==> src/hdl/llars_pkg.sv <==
// ----------------------------------------------------------------------------
// llars_pkg
// Shared types and constants of the row-streaming Life-like automaton unit.
// ----------------------------------------------------------------------------
package llars_pkg;

    localparam int WORD_W        = 64;
    localparam int MAX_WORDS_DEF = 64;
    localparam int MAX_ROWS_DEF  = 4096;

    localparam int RULE_W     = 9;
    localparam int WIDTH_W    = 13;
    localparam int HEIGHT_W   = 12;
    localparam int CFG_IDX_W  = 2;
    localparam int CFG_DATA_W = 13;
    localparam int CNT_W      = 4;

    localparam int FIFO_DEPTH = 16;

    localparam logic [RULE_W-1:0]   BIRTH_RST    = RULE_W'(8);
    localparam logic [RULE_W-1:0]   SURVIVAL_RST = RULE_W'(12);
    localparam logic [WIDTH_W-1:0]  WIDTH_RST    = WIDTH_W'(64);
    localparam logic [HEIGHT_W-1:0] HEIGHT_RST   = HEIGHT_W'(64);

    typedef enum logic [CFG_IDX_W-1:0] {
        REG_BIRTH,
        REG_SURVIVAL,
        REG_WIDTH,
        REG_HEIGHT
    } t_reg_index;

    typedef struct packed {
        logic [WORD_W-1:0] next_word;
        logic              last_of_run;
        logic              end_of_frame;
    } t_result;

    typedef struct packed {
        logic [4:0] lp;
        logic [5:0] rp;
    } t_col_pad;

    typedef struct packed {
        logic              valid;
        logic              prod_a;
        logic              prod_b;
        logic              a_first;
        logic              b_first;
        logic              eof;
        logic [WORD_W-1:0] word_a;
        logic [WORD_W-1:0] word_b;
    } t_merge_req;

endpackage

==> src/hdl/llars_lane.sv <==
// ----------------------------------------------------------------------------
// llars_lane
// One cell lane: counts eight neighbours and applies the birth and survival
// rule masks.
// ----------------------------------------------------------------------------
module llars_lane import llars_pkg::*; (
    input  logic [2:0][2:0]    i_nbhd,
    input  logic [RULE_W-1:0]  i_birth,
    input  logic [RULE_W-1:0]  i_survival,
    output logic               o_next
);

    logic [CNT_W-1:0] cnt;

    always_comb begin
        cnt = '0;
        for (int r = 0; r < 3; r++) begin
            for (int k = 0; k < 3; k++) begin
                if (!(r == 1 && k == 1)) begin
                    cnt = cnt + CNT_W'(i_nbhd[r][k]);
                end
            end
        end
        o_next = i_birth[cnt] | (i_nbhd[1][1] & i_survival[cnt]);
    end

endmodule

==> config.mk <==
export PLATFORM = sky130hd
export DESIGN_NAME = llars_lane
export DESIGN_NICKNAME = d
export VERILOG_FILES = /design/src/hdl/llars_pkg.sv /design/src/hdl/llars_lane.sv
export SDC_FILE = /design/constraint.sdc
export NUM_CORES = 1
export LEC_CHECK = 0
export BUFFER_PORTS_ARGS = -buffer_cell sky130_fd_sc_hd__buf_2
export CORE_AREA = 2 2 39 41
export DETAILED_ROUTE_END_ITERATION = 10
export DIE_AREA = 0 0 41 43
export PLACE_DENSITY = 0.58
export SLEW_MARGIN = 20
export SYNTH_ARGS = -nofsm -noshare
export SYNTH_HDL_FRONTEND = slang
export SYNTH_SLANG_ARGS = --single-unit
==> constraint.sdc <==
create_clock -name vclk -period 10.69
set_input_delay 1.069 -clock vclk [all_inputs]
set_output_delay 1.069 -clock vclk [all_outputs]
set_load 0.01 [all_outputs]
==> impl_results.md, run 1 <==
* Xor/xnor cell area share of the yosys netlist at 0
* Hold crit path type: input pin to output port
* Sw frac at 0.478
* Post-synthesis mux area share at 0.150
* Crit Path Class: input pin to output port
* Reg area at 0 µm²
* Clock buffers at 0
* Outcome: finished clean
* Number of remaining DRC errors at 0
* Initial antenna violation count at 0
* GRT overflow at 0
* Top sig layer: met3
* Setup crit start kind: input pin
* First-pass DRT Iterations at 2
* DR iter-0 viols at 1
* Die area at 1760 µm²
* Ratio of cells with drive above 1 in the final layout at 0.477
* Largest net degree at the start of global routing at 8
* Hold Path Origin: i_nbhd[4]
* Syn_nets at 71
* Tightest Pin Transition at 0.261 ns
* Cell Area, Synth at 325 µm²
* Sum Neg Setup Slack at 0 ns
* Overall Global Routing Usage at 0.0815
* Max cap viols at 0
* Synth Area in Adders at 0.362
* Max transition margin at 0.824
* Synth Area in Compound Gates at 0.219
* Initial Utilization at 0.235
* Final hold violation count at 0
* Mapped Avg Cell Area at 8.79 µm²
* Core area at 1380 µm²
* Detail Route met3 WL at 75 µm
* Total wire length at 725 µm
* Width of the die at 41 µm
* Area grow syn2layout at 49.2%
* Detail Placement HPWL at 668 µm
* Area of the multi-input gates at 284 µm²
* Hold Path Depth at 4
* Critical Path AT at 4.37 ns
* Buffers on Ports at 28
* Register area share after synthesis at 0
* Top-Level Pins at 28
* Pleak at 0.265 nW
* Unique masters post-synth at 16
* Number of placement rows at 14
* Power per standard cell area at 104 nW/µm²
* Combinational power share at 1.000
* Int Pwr at 26.5 µW
* First-pass GRT wire length at 1.10 mm
* Post-CTS Resized at 0
* Maximum fanout along the worst path at 7
* Nets at 101
* Flop pwr share at 0
* Antenna-violating nets left at 0
* Yosys warning total at 0
* Min Clock Period, post-route at 5.44 ns
* Power share of the clock group at 0
* Final Max Slew Viols at 0
* Most common cell after layout, fill and taps aside: buf_2
* Post-CTS Setup Bufs at 0
* Fill cells at 155
* P_sw at 24.2 µW
* Vias in the first global route at 314
* # setup viols final at 0
* Vias at 366
* RSZ-0062 raised after global routing: no
* Post-Synth Simple-Gate Area at 0.142
* Final worst-path setup slack at 5.25 ns
* Number of sequential cells at 0
* Met2 routed WL at 367 µm
* VDD IR max at 0.0325 mV
* Final Cell Area at 485 µm²
* Hold Path Sink: o_next
* Mapped Cells at 37
* Wirelength per Cell at 8.95 µm
* Hold Buf Count CTS at 0
* ANT cells at 0
* CP required at 9.62 ns
* Number of vias per cell at 4.52
* DIE HEIGHT at 43 µm
* Wl on met1 at 282 µm
* Total power at 50.7 µW
* Pre-CTS WS at 5.22 ns
* Worst setup EP type: output port
* Tcrit/Tclk final at 0.509
* F_max at 0.184 GHz
* Commonest cells after routing, fill and taps aside: buf_2 (28), inv_1 (11), a21oi_1 (5), fa_1 (4)
* Largest family of logic cells by synthesized area: adder cells
* Placed instance area at 485 µm²
* Gp weighted congestion at 0.709
cell families after synthesis:
| logic type | Yosys count |
|---|---|
| buffers and inverters | 11 |
| adders and majority gates | 7 |
| and+or+nand+nor | 7 |
| muxes | 2 |
| AOI/OAI and AO/OA | 10 |
cell usage after synthesis:
cell / instances / share of area
a211oi_1: 3 / 0.069
a21oi_1: 5 / 0.077
a221oi_1: 1 / 0.027
a221oi_2: 1 / 0.046
fa_1: 4 / 0.25
ha_1: 3 / 0.12
inv_1: 11 / 0.13
mux4_1: 1 / 0.081
mux4_2: 1 / 0.069
nand2b_1: 1 / 0.019
nand3_1: 1 / 0.015
nand3b_1: 1 / 0.023
nor3_1: 1 / 0.015
nor3b_1: 1 / 0.023
nor4b_1: 1 / 0.027
or2_2: 1 / 0.019
power groups by stage:
stage	clock [mW]	combinational, mW	sequential, mW
5_1_grt	0	0.0572	0
4_1_cts	0	0.0520	0
3_5_place_dp	0	0.0519	0
6_report	0	0.0507	0
3_3_place_gp	0	0.0516	0
2_1_floorplan	0	0.0383	0
area by class of cell:
type | count | share of cell area
multi-input cells | 26 | 0.585
well taps | 16 | 0.0412
inverters | 11 | 0.0851
repair buffers | 28 | 0.289
metal layers:
layer | vias up | global-route usage
met1 | 164 | 0.100
met4 | 0 | 0
met5 | - | 0
met3 | 0 | 0
li1 | 189 | -
met2 | 13 | 0.156
how the worst max path moves through the flow:
stage,startpoint,endpoint,slack [ns],depth (start not counted)
3_3_place_gp,i_nbhd[0],o_next,5.23,12
4_1_cts,i_nbhd[0],o_next,5.22,12
5_1_grt,i_nbhd[0],o_next,5.08,12
6_report,i_nbhd[0],o_next,5.25,12
3_5_place_dp,i_nbhd[0],o_next,5.22,12
2_1_floorplan,i_nbhd[0],o_next,5.56,10
through the flow:
step | cells | utilization | hold slack (ns)
6_report | 81 | 0.351 | 2.67
5_1_grt | 81 | 0.351 | 2.73
4_1_cts | 81 | 0.351 | 2.69
3_5_place_dp | 81 | 0.351 | 2.68
3_3_place_gp | 81 | 0.351 | 2.70
2_1_floorplan | 37 | - | 2.45
critical path: stages:
cell and delay (ns):
buf_2 0.07, inv_1 0.04, fa_1 0.55, fa_1 0.42
fa_1 0.49, inv_1 0.04, ha_1 0.20, fa_1 0.63
mux4_2 0.36, a221oi_2 0.27, nor3_1 0.08, buf_2 0.14
Power figures use the tool's default switching activity.
==> run 2: changes to the inputs <==
- ABC_AREA: not set -> 1
- PLACE_DENSITY: 0.58 -> 0.63
- clock period: 10.69 -> 4.4 ns (I/O delays scaled with it)
==> run 2 against run 1 <==
  * Die area unchanged
  * First-iteration DRC count rose to 3.0 times the previous value
  * Total power rose to 2.9 times the previous value
  * Sequential cell count unchanged
  * Non-clock buffer count unchanged
  * Core utilization up 3.1 points
  * Global-route usage up 1.0 points
  * Synthesized cell count up 84%
  * Critical path type unchanged
  * Critical endpoint unchanged
==> impl_results.md, run 2 <==
* First-pass GRT wire length at 1.22 mm
* Hold Buf Count CTS at 0
* CP required at 3.96 ns
* Tightest Pin Transition at 0.244 ns
* Core area at 1380 µm²
* Power per standard cell area at 282 nW/µm²
* Mapped Cells at 68
* Hold crit path type: input pin to output port
* Register area share after synthesis at 0
* Top cells by count, synth: nand2_1 (23), inv_1 (15), nand3_1 (10), nor2_1 (10), fa_1 (4)
* Buffers on Ports at 28
* Outcome: finished clean
* Most common cell after layout, fill and taps aside: buf_2
* GRT overflow at 0
* Final Max Slew Viols at 0
* Top-Level Pins at 28
* Worst setup EP type: output port
* Area leader, netlist: nand2_1
* Area grow syn2layout at 43.5%
* Critical Path AT at 3.49 ns
* Overall Global Routing Usage at 0.0915
* Pre-CTS WS at 0.426 ns
* DIE HEIGHT at 43 µm
* Setup crit start kind: input pin
* Min Clock Period, post-route at 3.93 ns
* Tcrit/Tclk final at 0.893
* Number of placement rows at 14
* Top cells by area, synth: nand2_1 (23%), fa_1 (22%), inv_1 (15%)
* Antenna-violating nets left at 0
* Width of the die at 41 µm
* Top cell by count, worst path: fa_1
* Slowest cell on crit path: fa_1
* Met2 routed WL at 383 µm
* Final hold violation count at 0
* Slowest stage delay, CP at 0.63 ns
* Mapped Avg Cell Area at 5.41 µm²
* Post-route insts no fill at 112
* Commonest cells after routing, fill and taps aside: buf_2 (28), nand2_1 (23), inv_1 (15), nand3_1 (10), nor2_1 (10)
* Unique masters post-synth at 9
* # setup viols final at 0
* ANT cells at 0
* Nets at 132
* Sum Neg Setup Slack at 0 ns
* Top sig layer: met3
* Wirelength per Cell at 7.42 µm
* Fin Hold WS at 1.35 ns
* Number of remaining DRC errors at 0
* Number of vias per cell at 4.09
* RSZ-0062 raised after global routing: no
* CP cell instances: buf_2, inv_1, fa_1, fa_1, fa_1, inv_1, ha_1, fa_1, inv_1, nor2_1, nand2_1, nand3_1, nand3_1, nand2_1, nor2_1, buf_2
* Vias in the first global route at 384
* Ratio of cells with drive above 1 in the final layout at 0.302
* F_max at 0.254 GHz
* Clock buffers at 0
* Pleak at 0.352 nW
* Maximum fanout along the worst path at 7
* Post-CTS Setup Bufs at 0
* Number of sequential cells at 0
* Proportion of netlist area held by the largest area contributor at 0.235
* Max transition margin at 0.837
* Initial Utilization at 0.266
* Max cap viols at 0
* Cell Area, Synth at 368 µm²
* Total power at 149 µW
* DR iter-0 viols at 3
* First-pass DRT Iterations at 2
* Largest net degree at the start of global routing at 8
* Gp weighted congestion at 0.689
* Total wire length at 831 µm
* Initial antenna violation count at 0
* Vias at 458
* CP top delay family: adder cells
* Post-CTS Resized at 0
* Syn_nets at 102
* Buffers & Inverters on Critical Path at 5
* Die area at 1760 µm²
* Reg area at 0 µm²
* Detail Placement HPWL at 756 µm
* Wl on met1 at 365 µm
* Final worst-path setup slack at 0.469 ns
* Detail Route met3 WL at 82 µm
* Most instantiated library cell after synthesis: nand2_1
* VDD IR max at 0.111 mV
* Crit Path Class: input pin to output port
* Dpl cells at 112
* Yosys warning total at 0
## run 2: per-stage QoR
stage / utilization / instance area (µm²)
4_1_cts: 0.382 / 528
2_1_floorplan: - / 368
3_5_place_dp: 0.382 / 528
5_1_grt: 0.382 / 528
6_report: 0.382 / 528
3_3_place_gp: 0.382 / 528
## run 2: final timing paths
kind / startpoint / endpoint / slack, ns / cells past startpoint
hold / removal: i_nbhd[4] / o_next / 1.35 / 6
setup / recovery: i_nbhd[0] / o_next / 0.47 / 16
## run 2: power by group
group          internal [mW]  total [mW]  switching [mW]  leakage (nW)
registers                  0           0               0             0
clock network              0           0               0             0
logic                 0.0651       0.149          0.0840         0.352
## run 2: final cells by class
type | instances | area (µm²)
repair buffers | 28 | 140
well taps | 16 | 20.0
multi-input cells | 52 | 308
inverters | 16 | 60.1
fillers | 169 | 856
## run 2: metal layers
metal,vias to the layer above,GRT usage
li1,258,-
met1,181,0.0939
met2,19,0.194
met3,0,0
met4,0,0
met5,-,0
## run 2: cells by family (layout without fill, tap and decap cells)
logic type | Yosys count | after routing | share of synthesized area
buf+inv | 16 | 44 | 0.163
fa+ha+maj | 7 | 7 | 0.320
xor+xnor | 1 | 1 | 0.0238
compound gates | 1 | 1 | 0.0204
simple gates | 43 | 43 | 0.473
==> run 3: changes to the inputs <==
- GPL_TIMING_DRIVEN: not set -> 0
==> run 3 against run 2 <==
  * Die area is the same
  * Cell count is the same
  * Wire length grew 0.24%
  * Via count shrank 0.44%
  * Design area is the same
  * Global-route usage grew 0.19 points
  * Sequential cell count is the same
  * Core utilization is the same
  * Total power grew 1.3%
  * Non-clock buffer count is the same
  * Critical endpoint unchanged
  * Largest cell class unchanged
==> impl_results.md, run 3 (synthesized netlist as in run 2, its figures left out) <==
* Sum Neg Setup Slack at 0 ns
* Area of the multi-input gates at 308 µm²
* Top-Level Pins at 28
* Gp weighted congestion at 0.662
* Initial Utilization at 0.266
* Vias at 456
* Nets at 132
* Final hold violation count at 0
* ANT cells at 0
* Most common cell after layout, fill and taps aside: buf_2
* DR iter-0 viols at 2
* Hold Path Origin: i_nbhd[4]
* VDD IR max at 0.106 mV
* Total wire length at 833 µm
* Reg area at 0 µm²
* F_max at 0.253 GHz
* Post-CTS Setup Bufs at 0
* Number of remaining DRC errors at 0
* Hold Buf Count CTS at 0
* Pleak at 0.352 nW
* Min Clock Period, post-route at 3.95 ns
* Detail Placement HPWL at 732 µm
* Number of sequential cells at 0
* # setup viols final at 0
* Commonest cells after routing, fill and taps aside: buf_2 (28), nand2_1 (23), inv_1 (15), nand3_1 (10), nor2_1 (10)
* Number of vias per cell at 4.07
* Buffers on Ports at 28
* Tightest Pin Transition at 0.250 ns
* Hold Path Depth at 6
* Width of the die at 41 µm
* Initial antenna violation count at 0
* Die area at 1760 µm²
* Crit Path Class: input pin to output port
* Clock buffers at 0
* First-pass GRT wire length at 1.24 mm
* Vias in the first global route at 398
* Max cap viols at 0
* Overall Global Routing Usage at 0.0935
* CP required at 3.96 ns
* Critical Path AT at 3.51 ns
* Core area at 1380 µm²
* Setup crit start kind: input pin
* Fin Hold WS at 1.35 ns
* Wirelength per Cell at 7.44 µm
* Power per standard cell area at 286 nW/µm²
* Post-CTS Resized at 0
* Ratio of cells with drive above 1 in the final layout at 0.302
* Antenna-violating nets left at 0
* Hold Path Sink: o_next
* Crit path from: i_nbhd[0]
* RSZ-0062 raised after global routing: no
* Worst setup EP type: output port
* DIE HEIGHT at 43 µm
* Maximum fanout along the worst path at 7
* Area grow syn2layout at 43.5%
* GRT overflow at 0
* Largest net degree at the start of global routing at 8
* Outcome: finished clean
* First-pass DRT Iterations at 3
* Number of placement rows at 14
* Tcrit/Tclk final at 0.899
* Hold crit path type: input pin to output port
* Fill cells at 161
* Max transition margin at 0.833
* Final Max Slew Viols at 0
## run 3: metrics by stage
stage	power (mW)	setup WS, ns	std cells	util	cell area [µm²]
2_1_floorplan	0.113	0.739	68	-	368
3_3_place_gp	0.151	0.443	112	0.382	528
3_5_place_dp	0.153	0.423	112	0.382	528
4_1_cts	0.153	0.417	112	0.382	528
5_1_grt	0.176	0.295	112	0.382	528
6_report	0.151	0.445	112	0.382	528
## run 3: where the power goes
part           switching, mW  total [mW]  internal (mW)  leakage (nW)
registers                  0           0              0             0
logic                 0.0860       0.151         0.0651         0.352
clock network              0           0              0             0
total                 0.0860       0.151         0.0651         0.352
## run 3: how the worst max path moves through the flow
stage | to | slack [ns] | cells after the start
floorplan | o_next | 0.74 | 13
detailed placement | o_next | 0.42 | 16
CTS | o_next | 0.42 | 15
finish | o_next | 0.45 | 16
global route | o_next | 0.29 | 16
global placement | o_next | 0.44 | 15
## run 3: layout make-up
type,count,share of cell area
Tap cell,16,0.0379
Multi-Input combinational cell,52,0.583
Timing Repair Buffer,28,0.265
Inverter,16,0.114
## run 3: worst max-delay path, cell delays in order
cell and delay (ns):
buf_2 0.07, inv_1 0.04, fa_1 0.55, fa_1 0.43
fa_1 0.49, inv_1 0.04, ha_1 0.20, fa_1 0.63
inv_1 0.12, nor2_1 0.10, nand2_1 0.06, nand3_1 0.06
nand3_1 0.06, nand2_1 0.06, nor2_1 0.04, buf_2 0.13
## run 3: layer usage
metal	share of wire	wire, µm	global-route usage	vias up
met5	0	0	0	-
met2	0.47	390	0.200	19
met1	0.46	383	0.0935	177
li1	-	-	-	260
met3	0.071	59	0	0
met4	0	0	0	0
